`config.mk`:
```
export PLATFORM = sky130hd
export DESIGN_NAME = hsv_to_rgb_converter
export DESIGN_NICKNAME = d
export VERILOG_FILES = /design/src/sv/hsv2rgb_pkg.sv /design/src/sv/hsv2rgb_front.sv /design/src/sv/hsv2rgb_queue.sv /design/src/sv/hsv2rgb_back.sv /design/src/sv/hsv_to_rgb_converter.sv
export SDC_FILE = /design/constraint.sdc
export NUM_CORES = 1
export LEC_CHECK = 0
export BUFFER_PORTS_ARGS = -buffer_cell sky130_fd_sc_hd__clkbuf_2
export CAP_MARGIN = 30
export CORE_MARGIN = 1
export CORE_UTILIZATION = 61
export DETAILED_ROUTE_END_ITERATION = 10
export PLACE_DENSITY = 0.79
export SLEW_MARGIN = 10
export SYNTH_ARGS = -nofsm -noshare
export SYNTH_HDL_FRONTEND = slang
export SYNTH_SLANG_ARGS = --single-unit
export TNS_END_PERCENT = 30
```
`constraint.sdc`:
```
create_clock -name clk -period 8.4 [get_ports clk]
set_input_delay 0.84 -clock clk [delete_from_list [all_inputs] [get_ports clk]]
set_output_delay 0.84 -clock clk [all_outputs]
set_load 0.02 [all_outputs]
```
`src/sv/hsv2rgb_pkg.sv`:
```
`default_nettype none
package hsv2rgb_pkg;

    localparam int unsigned HUE_W  = 16;
    localparam int unsigned PCT_W  = 7;
    localparam int unsigned CHAN_W = 8;
    localparam int unsigned HMOD_W = 9;
    localparam int unsigned OFS_W  = 6;

    localparam logic [PCT_W-1:0]  PCT_FULL   = 7'd100;
    localparam logic [CHAN_W-1:0] CHAN_FULL  = 8'd255;
    localparam logic [HMOD_W-1:0] HUE_TURN   = 9'd360;
    localparam logic [HMOD_W-1:0] HUE_SECTOR = 9'd60;

    // floor(x/360) from below for 16-bit x: (x*2912)>>20 is q or q-1
    localparam logic [11:0] RECIP_360 = 12'd2912;
    localparam int unsigned RECIP_360_SH = 20;
    // floor(x/100) for x <= 25500: (x*5243)>>19, exact
    localparam logic [12:0] RECIP_100 = 13'd5243;
    localparam int unsigned RECIP_100_SH = 19;
    // floor(x/60) for x <= 15045: (x*17477)>>20, exact
    localparam logic [14:0] RECIP_60 = 15'd17477;
    localparam int unsigned RECIP_60_SH = 20;

    // sextant of the hue circle: which channel is max and which one ramps
    typedef enum logic [2:0] {
        SEC_RED_GRN_UP = 3'd0,
        SEC_GRN_RED_DN = 3'd1,
        SEC_GRN_BLU_UP = 3'd2,
        SEC_BLU_GRN_DN = 3'd3,
        SEC_BLU_RED_UP = 3'd4,
        SEC_RED_BLU_DN = 3'd5
    } sector_t;

    typedef struct packed {
        sector_t           sector;
        logic [OFS_W-1:0]  offset;
        logic [CHAN_W-1:0] top;
        logic [PCT_W-1:0]  sat;
    } work_t;

    typedef struct packed {
        logic full;
        logic empty;
    } queue_stat_t;

endpackage
`default_nettype wire

```
`src/sv/hsv2rgb_front.sv`:
```
`default_nettype none
module hsv2rgb_front
(
    input  wire logic                             clk,
    input  wire logic                             rst_n,
    input  wire logic                             start,
    input  wire logic [hsv2rgb_pkg::HUE_W-1:0]    hue,
    input  wire logic [hsv2rgb_pkg::PCT_W-1:0]    saturation,
    input  wire logic [hsv2rgb_pkg::PCT_W-1:0]    brightness,
    input  wire hsv2rgb_pkg::queue_stat_t         stat,
    output logic                                  busy,
    output logic                                  push,
    output hsv2rgb_pkg::work_t                    push_data
);

    logic                              en;
    logic                              accept;
    logic [hsv2rgb_pkg::PCT_W-1:0]     sat_c;
    logic [hsv2rgb_pkg::PCT_W-1:0]     val_c;
    logic [27:0]                       hprod;
    logic [16:0]                       rem_wide;
    logic [9:0]                        rem;
    logic [hsv2rgb_pkg::HMOD_W-1:0]    hmod_next;
    logic [27:0]                       tprod;
    logic [hsv2rgb_pkg::HMOD_W-1:0]    ofs_wide;

    logic                              v1_reg;
    logic [hsv2rgb_pkg::HUE_W-1:0]     hue1_reg;
    logic [7:0]                        hq1_reg;
    logic [14:0]                       vm1_reg;
    logic [hsv2rgb_pkg::PCT_W-1:0]     sat1_reg;

    logic                              v2_reg;
    logic [hsv2rgb_pkg::HMOD_W-1:0]    hmod2_reg;
    logic [hsv2rgb_pkg::CHAN_W-1:0]    top2_reg;
    logic [hsv2rgb_pkg::PCT_W-1:0]     sat2_reg;

    assign en     = !stat.full;
    assign busy   = stat.full;
    assign accept = start && !busy;

    assign sat_c = (saturation > hsv2rgb_pkg::PCT_FULL) ? hsv2rgb_pkg::PCT_FULL : saturation;
    assign val_c = (brightness > hsv2rgb_pkg::PCT_FULL) ? hsv2rgb_pkg::PCT_FULL : brightness;
    assign hprod = 28'(hue) * 28'(hsv2rgb_pkg::RECIP_360);

    // quotient estimate may be one short: one correction step
    assign rem_wide = 17'(hue1_reg) - (17'(hq1_reg) * 17'(hsv2rgb_pkg::HUE_TURN));
    assign rem      = rem_wide[9:0];
    assign hmod_next = (rem >= 10'(hsv2rgb_pkg::HUE_TURN))
                     ? 9'(rem - 10'(hsv2rgb_pkg::HUE_TURN)) : rem[8:0];
    assign tprod = 28'(vm1_reg) * 28'(hsv2rgb_pkg::RECIP_100);

    always_ff @(posedge clk or negedge rst_n)
    begin
        if (!rst_n)
        begin
            v1_reg <= 1'b0;
            v2_reg <= 1'b0;
        end
        else if (en)
        begin
            v1_reg <= accept;
            v2_reg <= v1_reg;
        end
    end

    always_ff @(posedge clk)
    begin
        if (en)
        begin
            hue1_reg  <= hue;
            hq1_reg   <= hprod[27:hsv2rgb_pkg::RECIP_360_SH];
            vm1_reg   <= 15'(val_c) * 15'(hsv2rgb_pkg::CHAN_FULL);
            sat1_reg  <= sat_c;
            hmod2_reg <= hmod_next;
            top2_reg  <= tprod[hsv2rgb_pkg::RECIP_100_SH +: 8];
            sat2_reg  <= sat1_reg;
        end
    end

    // classify the reduced hue into sextant and offset
    always_comb
    begin
        if (hmod2_reg >= 5 * hsv2rgb_pkg::HUE_SECTOR)
        begin
            push_data.sector = hsv2rgb_pkg::SEC_RED_BLU_DN;
            ofs_wide = hmod2_reg - 9'(5 * hsv2rgb_pkg::HUE_SECTOR);
        end
        else if (hmod2_reg >= 4 * hsv2rgb_pkg::HUE_SECTOR)
        begin
            push_data.sector = hsv2rgb_pkg::SEC_BLU_RED_UP;
            ofs_wide = hmod2_reg - 9'(4 * hsv2rgb_pkg::HUE_SECTOR);
        end
        else if (hmod2_reg >= 3 * hsv2rgb_pkg::HUE_SECTOR)
        begin
            push_data.sector = hsv2rgb_pkg::SEC_BLU_GRN_DN;
            ofs_wide = hmod2_reg - 9'(3 * hsv2rgb_pkg::HUE_SECTOR);
        end
        else if (hmod2_reg >= 2 * hsv2rgb_pkg::HUE_SECTOR)
        begin
            push_data.sector = hsv2rgb_pkg::SEC_GRN_BLU_UP;
            ofs_wide = hmod2_reg - 9'(2 * hsv2rgb_pkg::HUE_SECTOR);
        end
        else if (hmod2_reg >= hsv2rgb_pkg::HUE_SECTOR)
        begin
            push_data.sector = hsv2rgb_pkg::SEC_GRN_RED_DN;
            ofs_wide = hmod2_reg - hsv2rgb_pkg::HUE_SECTOR;
        end
        else
        begin
            push_data.sector = hsv2rgb_pkg::SEC_RED_GRN_UP;
            ofs_wide = hmod2_reg;
        end
        push_data.offset = ofs_wide[hsv2rgb_pkg::OFS_W-1:0];
        push_data.top    = top2_reg;
        push_data.sat    = sat2_reg;
    end

    assign push = v2_reg && en;

    a_accept_loads: assert property (@(posedge clk) disable iff (!rst_n)
        accept |=> v1_reg)
        else $error("accepted request did not enter front stage");

    a_hmod_range: assert property (@(posedge clk) disable iff (!rst_n)
        v2_reg |-> (hmod2_reg < hsv2rgb_pkg::HUE_TURN))
        else $error("hue reduction out of range");

endmodule
`default_nettype wire

```
`src/sv/hsv2rgb_queue.sv`:
```
`default_nettype none
module hsv2rgb_queue
#(
    parameter int unsigned DEPTH = 4
)
(
    input  wire logic                     clk,
    input  wire logic                     rst_n,
    input  wire logic                     push,
    input  wire hsv2rgb_pkg::work_t       push_data,
    input  wire logic                     pop,
    output hsv2rgb_pkg::work_t            head,
    output hsv2rgb_pkg::queue_stat_t      stat
);

    localparam int unsigned PTR_W = (DEPTH > 1) ? $clog2(DEPTH) : 1;
    localparam int unsigned CNT_W = $clog2(DEPTH + 1);

    hsv2rgb_pkg::work_t   mem [DEPTH];
    logic [PTR_W-1:0]     wr_ptr_reg;
    logic [PTR_W-1:0]     rd_ptr_reg;
    logic [CNT_W-1:0]     cnt_reg;
    logic [CNT_W-1:0]     cnt_next;

    assign stat.full  = (cnt_reg == CNT_W'(DEPTH));
    assign stat.empty = (cnt_reg == '0);
    assign head       = mem[rd_ptr_reg];

    always_comb
    begin
        cnt_next = cnt_reg;
        if (push && !pop)
            cnt_next = cnt_reg + 1'b1;
        else if (!push && pop)
            cnt_next = cnt_reg - 1'b1;
    end

    always_ff @(posedge clk or negedge rst_n)
    begin
        if (!rst_n)
        begin
            wr_ptr_reg <= '0;
            rd_ptr_reg <= '0;
            cnt_reg    <= '0;
        end
        else
        begin
            cnt_reg <= cnt_next;
            if (push)
                wr_ptr_reg <= (wr_ptr_reg == PTR_W'(DEPTH - 1)) ? '0 : wr_ptr_reg + 1'b1;
            if (pop)
                rd_ptr_reg <= (rd_ptr_reg == PTR_W'(DEPTH - 1)) ? '0 : rd_ptr_reg + 1'b1;
        end
    end

    always_ff @(posedge clk)
    begin
        if (push)
            mem[wr_ptr_reg] <= push_data;
    end

    a_no_overflow: assert property (@(posedge clk) disable iff (!rst_n)
        !(push && stat.full))
        else $error("push into full queue");

    a_no_underflow: assert property (@(posedge clk) disable iff (!rst_n)
        !(pop && stat.empty))
        else $error("pop from empty queue");

endmodule
`default_nettype wire

```
`src/sv/hsv2rgb_back.sv`:
```
`default_nettype none
module hsv2rgb_back
(
    input  wire logic                             clk,
    input  wire logic                             rst_n,
    input  wire hsv2rgb_pkg::queue_stat_t         stat,
    input  wire hsv2rgb_pkg::work_t               head,
    output logic                                  pop,
    output logic                                  done,
    output logic [hsv2rgb_pkg::CHAN_W-1:0]        red,
    output logic [hsv2rgb_pkg::CHAN_W-1:0]        green,
    output logic [hsv2rgb_pkg::CHAN_W-1:0]        blue
);

    logic                              b1_v_reg;
    hsv2rgb_pkg::sector_t              b1_sec_reg;
    logic [hsv2rgb_pkg::OFS_W-1:0]     b1_ofs_reg;
    logic [hsv2rgb_pkg::CHAN_W-1:0]    b1_top_reg;
    logic [14:0]                       b1_bprod_reg;

    logic                              b2_v_reg;
    hsv2rgb_pkg::sector_t              b2_sec_reg;
    logic [hsv2rgb_pkg::OFS_W-1:0]     b2_ofs_reg;
    logic [hsv2rgb_pkg::CHAN_W-1:0]    b2_top_reg;
    logic [hsv2rgb_pkg::CHAN_W-1:0]    b2_bot_reg;

    logic                              b3_v_reg;
    hsv2rgb_pkg::sector_t              b3_sec_reg;
    logic [hsv2rgb_pkg::CHAN_W-1:0]    b3_top_reg;
    logic [hsv2rgb_pkg::CHAN_W-1:0]    b3_bot_reg;
    logic [13:0]                       b3_rprod_reg;

    logic                              b4_v_reg;
    hsv2rgb_pkg::sector_t              b4_sec_reg;
    logic [hsv2rgb_pkg::CHAN_W-1:0]    b4_top_reg;
    logic [hsv2rgb_pkg::CHAN_W-1:0]    b4_bot_reg;
    logic [28:0]                       b4_rq_reg;

    logic                              done_reg;
    logic [hsv2rgb_pkg::CHAN_W-1:0]    red_reg;
    logic [hsv2rgb_pkg::CHAN_W-1:0]    green_reg;
    logic [hsv2rgb_pkg::CHAN_W-1:0]    blue_reg;

    logic [27:0]                       bq;
    logic [hsv2rgb_pkg::CHAN_W-1:0]    ramp;
    logic [hsv2rgb_pkg::CHAN_W-1:0]    rise;
    logic [hsv2rgb_pkg::CHAN_W-1:0]    fall;
    logic [hsv2rgb_pkg::CHAN_W-1:0]    red_next;
    logic [hsv2rgb_pkg::CHAN_W-1:0]    green_next;
    logic [hsv2rgb_pkg::CHAN_W-1:0]    blue_next;

    assign pop = !stat.empty;

    assign bq   = 28'(b1_bprod_reg) * 28'(hsv2rgb_pkg::RECIP_100);
    assign ramp = b4_rq_reg[hsv2rgb_pkg::RECIP_60_SH +: 8];
    assign rise = b4_bot_reg + ramp;
    assign fall = b4_top_reg - ramp;

    always_comb
    begin
        case (b4_sec_reg)
            hsv2rgb_pkg::SEC_RED_GRN_UP:
            begin
                red_next = b4_top_reg; green_next = rise;       blue_next = b4_bot_reg;
            end
            hsv2rgb_pkg::SEC_GRN_RED_DN:
            begin
                red_next = fall;       green_next = b4_top_reg; blue_next = b4_bot_reg;
            end
            hsv2rgb_pkg::SEC_GRN_BLU_UP:
            begin
                red_next = b4_bot_reg; green_next = b4_top_reg; blue_next = rise;
            end
            hsv2rgb_pkg::SEC_BLU_GRN_DN:
            begin
                red_next = b4_bot_reg; green_next = fall;       blue_next = b4_top_reg;
            end
            hsv2rgb_pkg::SEC_BLU_RED_UP:
            begin
                red_next = rise;       green_next = b4_bot_reg; blue_next = b4_top_reg;
            end
            default:
            begin
                red_next = b4_top_reg; green_next = b4_bot_reg; blue_next = fall;
            end
        endcase
    end

    always_ff @(posedge clk or negedge rst_n)
    begin
        if (!rst_n)
        begin
            b1_v_reg <= 1'b0;
            b2_v_reg <= 1'b0;
            b3_v_reg <= 1'b0;
            b4_v_reg <= 1'b0;
            done_reg <= 1'b0;
        end
        else
        begin
            b1_v_reg <= pop;
            b2_v_reg <= b1_v_reg;
            b3_v_reg <= b2_v_reg;
            b4_v_reg <= b3_v_reg;
            done_reg <= b4_v_reg;
        end
    end

    always_ff @(posedge clk)
    begin
        b1_sec_reg   <= head.sector;
        b1_ofs_reg   <= head.offset;
        b1_top_reg   <= head.top;
        b1_bprod_reg <= 15'(head.top) * 15'(hsv2rgb_pkg::PCT_FULL - head.sat);

        b2_sec_reg <= b1_sec_reg;
        b2_ofs_reg <= b1_ofs_reg;
        b2_top_reg <= b1_top_reg;
        b2_bot_reg <= bq[hsv2rgb_pkg::RECIP_100_SH +: 8];

        b3_sec_reg   <= b2_sec_reg;
        b3_top_reg   <= b2_top_reg;
        b3_bot_reg   <= b2_bot_reg;
        b3_rprod_reg <= 14'(b2_top_reg - b2_bot_reg) * 14'(b2_ofs_reg);

        b4_sec_reg <= b3_sec_reg;
        b4_top_reg <= b3_top_reg;
        b4_bot_reg <= b3_bot_reg;
        b4_rq_reg  <= 29'(b3_rprod_reg) * 29'(hsv2rgb_pkg::RECIP_60);

        red_reg   <= red_next;
        green_reg <= green_next;
        blue_reg  <= blue_next;
    end

    assign done  = done_reg;
    assign red   = red_reg;
    assign green = green_reg;
    assign blue  = blue_reg;

    a_bot_le_top: assert property (@(posedge clk) disable iff (!rst_n)
        b3_v_reg |-> (b3_bot_reg <= b3_top_reg))
        else $error("minimum above maximum");

    a_done_follows: assert property (@(posedge clk) disable iff (!rst_n)
        $rose(b1_v_reg) |-> ##4 done)
        else $error("result strobe missing");

endmodule
`default_nettype wire

```
`src/sv/hsv_to_rgb_converter.sv`:
```
// HSV to RGB: one request per clock while busy is low; result strobed on done.
// Stages: 2 front stages, 1 queue write, 4 back stages and the output registers.
// Throughput: one request per cycle; the result side cannot stall, so the queue
// stays near empty and busy only rises if the queue ever fills.
// Reset (rst_n, async low) clears all valid flags and the queue pointers.
`default_nettype none
module hsv_to_rgb_converter
#(
    parameter int unsigned QUEUE_DEPTH = 4
)
(
    input  wire logic                             clk,
    input  wire logic                             rst_n,
    input  wire logic                             start,
    output logic                                  busy,
    input  wire logic [hsv2rgb_pkg::HUE_W-1:0]    hue,
    input  wire logic [hsv2rgb_pkg::PCT_W-1:0]    saturation,
    input  wire logic [hsv2rgb_pkg::PCT_W-1:0]    brightness,
    output logic                                  done,
    output logic [hsv2rgb_pkg::CHAN_W-1:0]        red,
    output logic [hsv2rgb_pkg::CHAN_W-1:0]        green,
    output logic [hsv2rgb_pkg::CHAN_W-1:0]        blue
);

    hsv2rgb_pkg::queue_stat_t  stat;
    hsv2rgb_pkg::work_t        push_data;
    hsv2rgb_pkg::work_t        head;
    logic                      push;
    logic                      pop;

    hsv2rgb_front u_front
    (
        .clk        (clk),
        .rst_n      (rst_n),
        .start      (start),
        .hue        (hue),
        .saturation (saturation),
        .brightness (brightness),
        .stat       (stat),
        .busy       (busy),
        .push       (push),
        .push_data  (push_data)
    );

    hsv2rgb_queue #(.DEPTH(QUEUE_DEPTH)) u_queue
    (
        .clk        (clk),
        .rst_n      (rst_n),
        .push       (push),
        .push_data  (push_data),
        .pop        (pop),
        .head       (head),
        .stat       (stat)
    );

    hsv2rgb_back u_back
    (
        .clk        (clk),
        .rst_n      (rst_n),
        .stat       (stat),
        .head       (head),
        .pop        (pop),
        .done       (done),
        .red        (red),
        .green      (green),
        .blue       (blue)
    );

endmodule
`default_nettype wire

```
==> results_dict.tcl, run 1 <==
set metrics [dict create \
    hpwlAfterDp_um 40600 \
    critPathBufInv 5 \
    met2_length_um 25900 \
    dieArea_um2 46400 \
    core_um2 44500 \
    fin_nets 3396 \
    ys_ff_latch 314 \
    worstReg2RegEnd "u_back.b1_bprod_reg[13]" \
    initial_core_util_pct 62.4 \
    clkTransAtPathRegs_ps 60 \
    dr.pass1.iters 5 \
    ys_warn_count 0 \
    wl_per_cell_um 15.6 \
    final_common_cell "inv_1" \
    synth-async-reset-ratio_pct 4.46 \
    synth_area_per_cell_um2 11.0 \
    final-max-slew-violation-count 0 \
    status "finished, final reports clean" \
    drc 0 \
    place_area_um2 28700 \
    holdBufCountCts 0 \
    seq_area_frac_synth_pct 28.6 \
    setup_violations 0 \
    largest_register_ff_count 96 \
    grt_first_pass_wirelength_um 87100 \
    cp-start-kind "flip-flop" \
    cts_made_buffers 34 \
    antenna_found_initial 1 \
    r2r_slack_ps 1800 \
    grt_max_degree 71 \
    critPathTopFamily "adder cells" \
    synth_edf_count 159 \
    cts_max_level 2 \
    drtIter0Drc 929 \
    hold_viol_final 0 \
    drt_wl_total_um 50200 \
    cts_root_buf "clkbuf_16" \
    synth-main-ff-cell "edfxtp_1" \
    postCtsSetupBuffers 0 \
    slowest_delay_ps 620 \
    antenna_cells 0 \
    path_class "reg2reg" \
    layout_common_cells "585 x inv_1, 456 x ha_1, 304 x fa_1" \
    wl_met3_um 1760 \
    die_x_um 215 \
    clock_latency_ps 530 \
    drive_gt1_share_pct 6.50 \
    place.gp.congestion 0.902 \
    cp.required_ps 8790 \
    skew_ps 21.9 \
    clock.fmax_mhz 151 \
    fin_crit_sh_pct 78.6 \
    clockBufferDepth 3 \
    die_h_um 215 \
    hp-class "in2async" \
    via_count 17400 \
    rr_worst_depth 20 \
    cts_tree "yes" \
    startpoint "u_queue.rd_ptr_reg[0]" \
    io_pins 59 \
    io_buffers 58 \
    r2r-start "u_queue.rd_ptr_reg[0]" \
    worstMarginPinSlew_ps 992 \
    synth_nets 3324 \
    wl_met1_um 21400 \
    netlist_area_um2 27800 \
    avgViaCountPerCell 5.41 \
    worstSetupEndpoint "u_back.b1_bprod_reg[13]" \
    tns_ps 0 \
    post_cts_resized 0 \
    routed.top_layer "met5" \
    place_ws_ps 1810 \
    track_usage_pct 22.9 \
    cp.depth 20 \
    rows 77 \
    crit_chain "buf_4, mux4_2, o21ai_1, xor2_1, nor2_1, fa_1, inv_1, fa_1, inv_1, fa_1, inv_1, fa_1, inv_1, ha_1, a21boi_0, o21ai_0, a21oi_1, o21ai_0, or4b_1, o311ai_0" \
    stdcell_area_um2 29900 \
    fillers 3247 \
    setup_slack_ps 1800 \
    area_growth_pct 7.86 \
    final_antenna_net_count 0 \
    max_cap_violations 0 \
    crit_slowest_cell "mux4_2" \
    grt.overflow.total 0 \
    rsz0062_at_grt "false" \
    max_slew_margin_pct 33.8 \
    synth_cells 2531 \
    grt_pass1_vias 19000 \
    fin_crit_ps 6600 \
    ys_types 70 \
    clock_sinks 314 \
    cp_max_fo 21 \
    crit_arrival_ps 7000 \
    cp-end-kind "flip-flop" \
]
## per-layer routing
layer / global-route usage (%) / vias up
met3: 3.07 / 105
met1: 27.9 / 8632
li1: - / 8373
met4: 6.36 / 2
met2: 42.1 / 321
met5: 0 / -
## cell families after synthesis
family	count (synthesis)	synth area share, %
buffers and inverters	617	8.38
flip-flops	314	28.6
multiplexers	65	3.47
adder cells (fa/ha/maj)	760	42.5
XOR/XNOR	133	4.22
AO/OA/AOI/OAI	268	6.14
AND/OR/NAND/NOR	374	6.66
## cell usage after synthesis (6+ instances only)
cell type  count  area share [%]
inv_1        585             7.9
ha_1         456              21
fa_1         304              22
edfxtp_1     159              17
dfxtp_1      141              10
nand2_1      106             1.4
xnor2_1       96             3.0
a21oi_1       85             1.5
nor2_1        79             1.1
o21ai_0       61             1.1
and2_1        49             1.1
nor2b_1       41            0.92
xor2_1        36             1.1
mux2i_1       31             1.1
mux4_2        24             1.9
a21o_1        23            0.62
nand2b_1      22            0.50
clkbuf_1      19            0.26
nand3_1       19            0.34
nor3_1        19            0.34
dfrtp_1       14             1.3
mux2_2        10            0.41
nand4_1       10            0.23
o211ai_1      10            0.27
o21a_1        10            0.27
o21bai_1      10            0.27
and3_1         9            0.20
a211oi_1       7            0.19
buf_2          6            0.11
## worst reg2reg max path: stages, from the launching register on
cell and delay (ps):
dfrtp_1 590, buf_4 430, mux4_2 650, o21ai_1 160
xor2_1 530, nor2_1 160, fa_1 560, inv_1 50
fa_1 470, inv_1 50, fa_1 530, inv_1 50
fa_1 530, inv_1 50, ha_1 330, a21boi_0 160
o21ai_0 240, a21oi_1 140, o21ai_0 220, or4b_1 470
o311ai_0 120
## stage by stage
step | cells | hold WS, ps | util (%)
floorplan | 2531 | 310 | -
global placement | 3156 | 310 | 64.5
detailed placement | 3158 | 312 | 64.6
CTS | 3220 | 203 | 67.2
global route | 3221 | 238 | 67.3
finish | 3221 | 218 | 67.3
## area by class of cell
type	instances	area, µm²	area share, %
clock buffer	45	943	3.15
clock inverter	17	230	0.769
inverter	586	2200	7.35
multi-input combinational	1600	17500	58.4
sequential	314	7950	26.5
tap	592	741	2.47
timing repair buffer	67	393	1.31
## how the worst min path moves through the flow
stage	start	to	slack, ps	depth (start not counted)
6_report	rst_n	u_back.b2_v_reg	220	1
4_1_cts	rst_n	u_back.b2_v_reg	200	1
2_1_floorplan	u_back.b1_ofs_reg[0]	u_back.b2_ofs_reg[0]	310	0
3_5_place_dp	u_back.b1_ofs_reg[1]	u_back.b2_ofs_reg[1]	310	0
5_1_grt	rst_n	u_back.b2_v_reg	240	1
3_3_place_gp	u_back.b3_bot_reg[0]	u_back.b4_bot_reg[0]	310	0
Power of run 1 is not shown: default switching activity piles up to over one toggle a cycle in this logic, so the estimate is an artifact.
==> run 2, diff against run 1 <==
ABC_AREA = 1   (was default)
clock period = 6.4 ns   (was 8.4 ns; I/O delays follow)
==> run 2 against run 1 <==
Effect of this change:
- die area rose by 8.6%
- global-route usage rose by 2.7 points
- cell area rose by 8.7%
- sequential share of layout area is 2.1 points lower
- area after synthesis up 8.7%
- maximum frequency increased by 15%
- clock skew grew 9.3 ps
- critical endpoint is now u_back.b1_bprod_reg[14]
- largest cell class unchanged
- highest routed layer unchanged
==> results_dict.tcl, run 2 <==
set metrics [dict create \
    status "finished, final reports clean" \
    met2_length_um 30500 \
    layout_common_cells "782 x inv_1, 552 x nand2_1, 456 x ha_1" \
    ys_types 54 \
    tns_ps 0 \
    grt.overflow.total 0 \
    max_cap_violations 0 \
    io_buffers 58 \
    fillers 3937 \
    netlist_area_um2 30200 \
    track_usage_pct 25.6 \
    hp-class "in2reg" \
    worstMarginPinSlew_ps 767 \
    synth_top_area_cell "fa_1" \
    synth-async-reset-ratio_pct 4.46 \
    via_count 21900 \
    crit_arrival_ps 6170 \
    clock_latency_ps 550 \
    drive_gt1_share_pct 5.32 \
    avgViaCountPerCell 5.25 \
    cts_made_buffers 36 \
    clockBufferDepth 3 \
    multi_input_area_um2 19100 \
    core_um2 48800 \
    place.gp.congestion 0.914 \
    cp.required_ps 6830 \
    fin_crit_ps 5740 \
    dieArea_um2 50400 \
    min_from "saturation[6]" \
    cts_max_level 2 \
    antenna_found_initial 1 \
    seq_area_frac_synth_pct 26.3 \
    synth_nets 4189 \
    drtIter0Drc 1455 \
    ys_ff_latch 314 \
    slowest_delay_ps 660 \
    final_antenna_net_count 0 \
    io_pins 59 \
    skew_ps 31.2 \
    synth_top_area_share_pct 20.2 \
    wl_met3_um 2910 \
    r2r_slack_ps 660 \
    worstHoldEndpoint "u_front.sat1_reg[6]" \
    die_x_um 224 \
    synth_edf_count 159 \
    largest_register_ff_count 96 \
    cts_root_buf "clkbuf_16" \
    grt_pass1_vias 22300 \
    setup_violations 0 \
    post_cts_resized 0 \
    antenna_cells 0 \
    drt_wl_total_um 61300 \
    ys_warn_count 0 \
    hpwlAfterDp_um 50100 \
    cp_max_fo 34 \
    grt_max_degree 60 \
    rows 81 \
    yosysMostFrequentCell "inv_1" \
    fin_nets 4277 \
    max_slew_margin_pct 48.9 \
    synth_commonest_cells "783 x inv_1, 552 x nand2_1, 456 x ha_1" \
    clkTransAtPathRegs_ps 60 \
    rsz0062_at_grt "false" \
    die_h_um 224 \
    seqCellArea_um2 7950 \
    cp-start-kind "flip-flop" \
    path_class "reg2reg" \
    final-max-slew-violation-count 0 \
    worstReg2RegEnd "u_back.b1_bprod_reg[14]" \
    drc 0 \
    dr.pass1.iters 6 \
    area_growth_pct 7.82 \
    fin_crit_sh_pct 89.8 \
    r2r-start "u_queue.rd_ptr_reg[0]" \
    grt_first_pass_wirelength_um 104000 \
    synth_area_per_cell_um2 8.88 \
    cp-end-kind "flip-flop" \
    routed.top_layer "met5" \
    hold_viol_final 0 \
    synth_cells 3396 \
    crit_slowest_cell "fa_1" \
    final_common_cell "inv_1" \
    synth-main-ff-cell "edfxtp_1" \
    synth_area_leaders "fa_1 20%, ha_1 19%, edfxtp_1 16%, inv_1 9.7%, dfxtp_1 9.4%" \
    clock_sinks 314 \
    clock.fmax_mhz 174 \
    cts_tree "yes" \
    whs_path_depth 1 \
    initial_core_util_pct 61.8 \
    rr_worst_depth 26 \
    wl_met1_um 26200 \
    wl_per_cell_um 14.7 \
]
## run 2: changes by cell type after synthesis, moves of 30 or more
| cell | previous run | this run |
|---|---|---|
| a21oi_1 | 85 | 135 |
| and2_1 | 49 | 0 |
| inv_1 | 585 | 783 |
| mux2i_1 | 31 | 0 |
| nand2_1 | 106 | 552 |
| nand3_1 | 19 | 143 |
| nand4_1 | 10 | 52 |
| nor2_1 | 79 | 265 |
| nor2b_1 | 41 | 0 |
| o21ai_0 | 61 | 91 |
| xnor2_1 | 96 | 38 |
## run 2: worst max path at each step
stage | start | to | slack, ps | depth (start not counted)
global route | u_queue.rd_ptr_reg[0] | u_back.b1_bprod_reg[14] | 230 | 26
detailed placement | u_queue.rd_ptr_reg[0] | u_back.b1_bprod_reg[14] | 690 | 26
finish | u_queue.rd_ptr_reg[0] | u_back.b1_bprod_reg[14] | 660 | 26
global placement | u_queue.rd_ptr_reg[0] | u_back.b1_bprod_reg[14] | 940 | 26
floorplan | u_queue.rd_ptr_reg[0] | u_back.b1_bprod_reg[11] | 1510 | 25
CTS | u_queue.rd_ptr_reg[0] | u_back.b1_bprod_reg[14] | 650 | 26
## run 2: through the flow
stage | area (µm²) | std cells | hold WS [ps] | setup WS, ps | util [%]
2_1_floorplan | 30200 | 3396 | 310 | 1510 | -
3_3_place_gp | 31300 | 4108 | 310 | 939 | 64.0
3_5_place_dp | 31300 | 4109 | 312 | 687 | 64.0
4_1_cts | 32500 | 4176 | 281 | 650 | 66.6
5_1_grt | 32500 | 4176 | 290 | 229 | 66.6
6_report | 32500 | 4176 | 306 | 656 | 66.6
## run 2: layout make-up
type | count | share of cell area [%]
Tap cell | 664 | 2.55
Timing Repair Buffer | 71 | 1.20
Multi-Input combinational cell | 2265 | 58.8
Clock inverter | 22 | 0.727
Clock buffer | 44 | 3.08
Sequential cell | 314 | 24.4
Inverter | 796 | 9.18
## run 2: logic make-up (layout without fill, tap and decap cells)
| logic type | after synthesis | count (layout) | synth area share (%) |
|---|---|---|---|
| adders and majority gates | 760 | 760 | 39.1 |
| and+or+nand+nor | 1083 | 1083 | 15.1 |
| xor gates and xnor gates | 99 | 99 | 2.97 |
| buffers and inverters | 817 | 933 | 10.3 |
| DFF | 314 | 314 | 26.3 |
| AOI/OAI and AO/OA | 323 | 323 | 6.24 |
## run 2: what timing repair did
item,4_1_cts,5_1_grt
endpoints found under the hold margin,1,0
hold buffers,1,0
setup buffers,0,0
## run 2: metal layers
metal  up-vias  global-route usage, %
met5         -                      0
met4         2                   8.01
met3       121                   3.02
met2       560                   45.5
met1     10300                   32.5
li1      11000                      -
## run 2: worst max-delay path, delay by kind of cell, from the launching register on
| family | cells | cell delay (ps) |
|---|---|---|
| and+or+nand+nor | 10 | 1070 |
| buffers and inverters | 8 | 1120 |
| AOI/OAI and AO/OA | 3 | 420 |
| DFF | 1 | 390 |
| adders and majority gates | 5 | 2600 |
Power of run 2 is left out for the same reason.
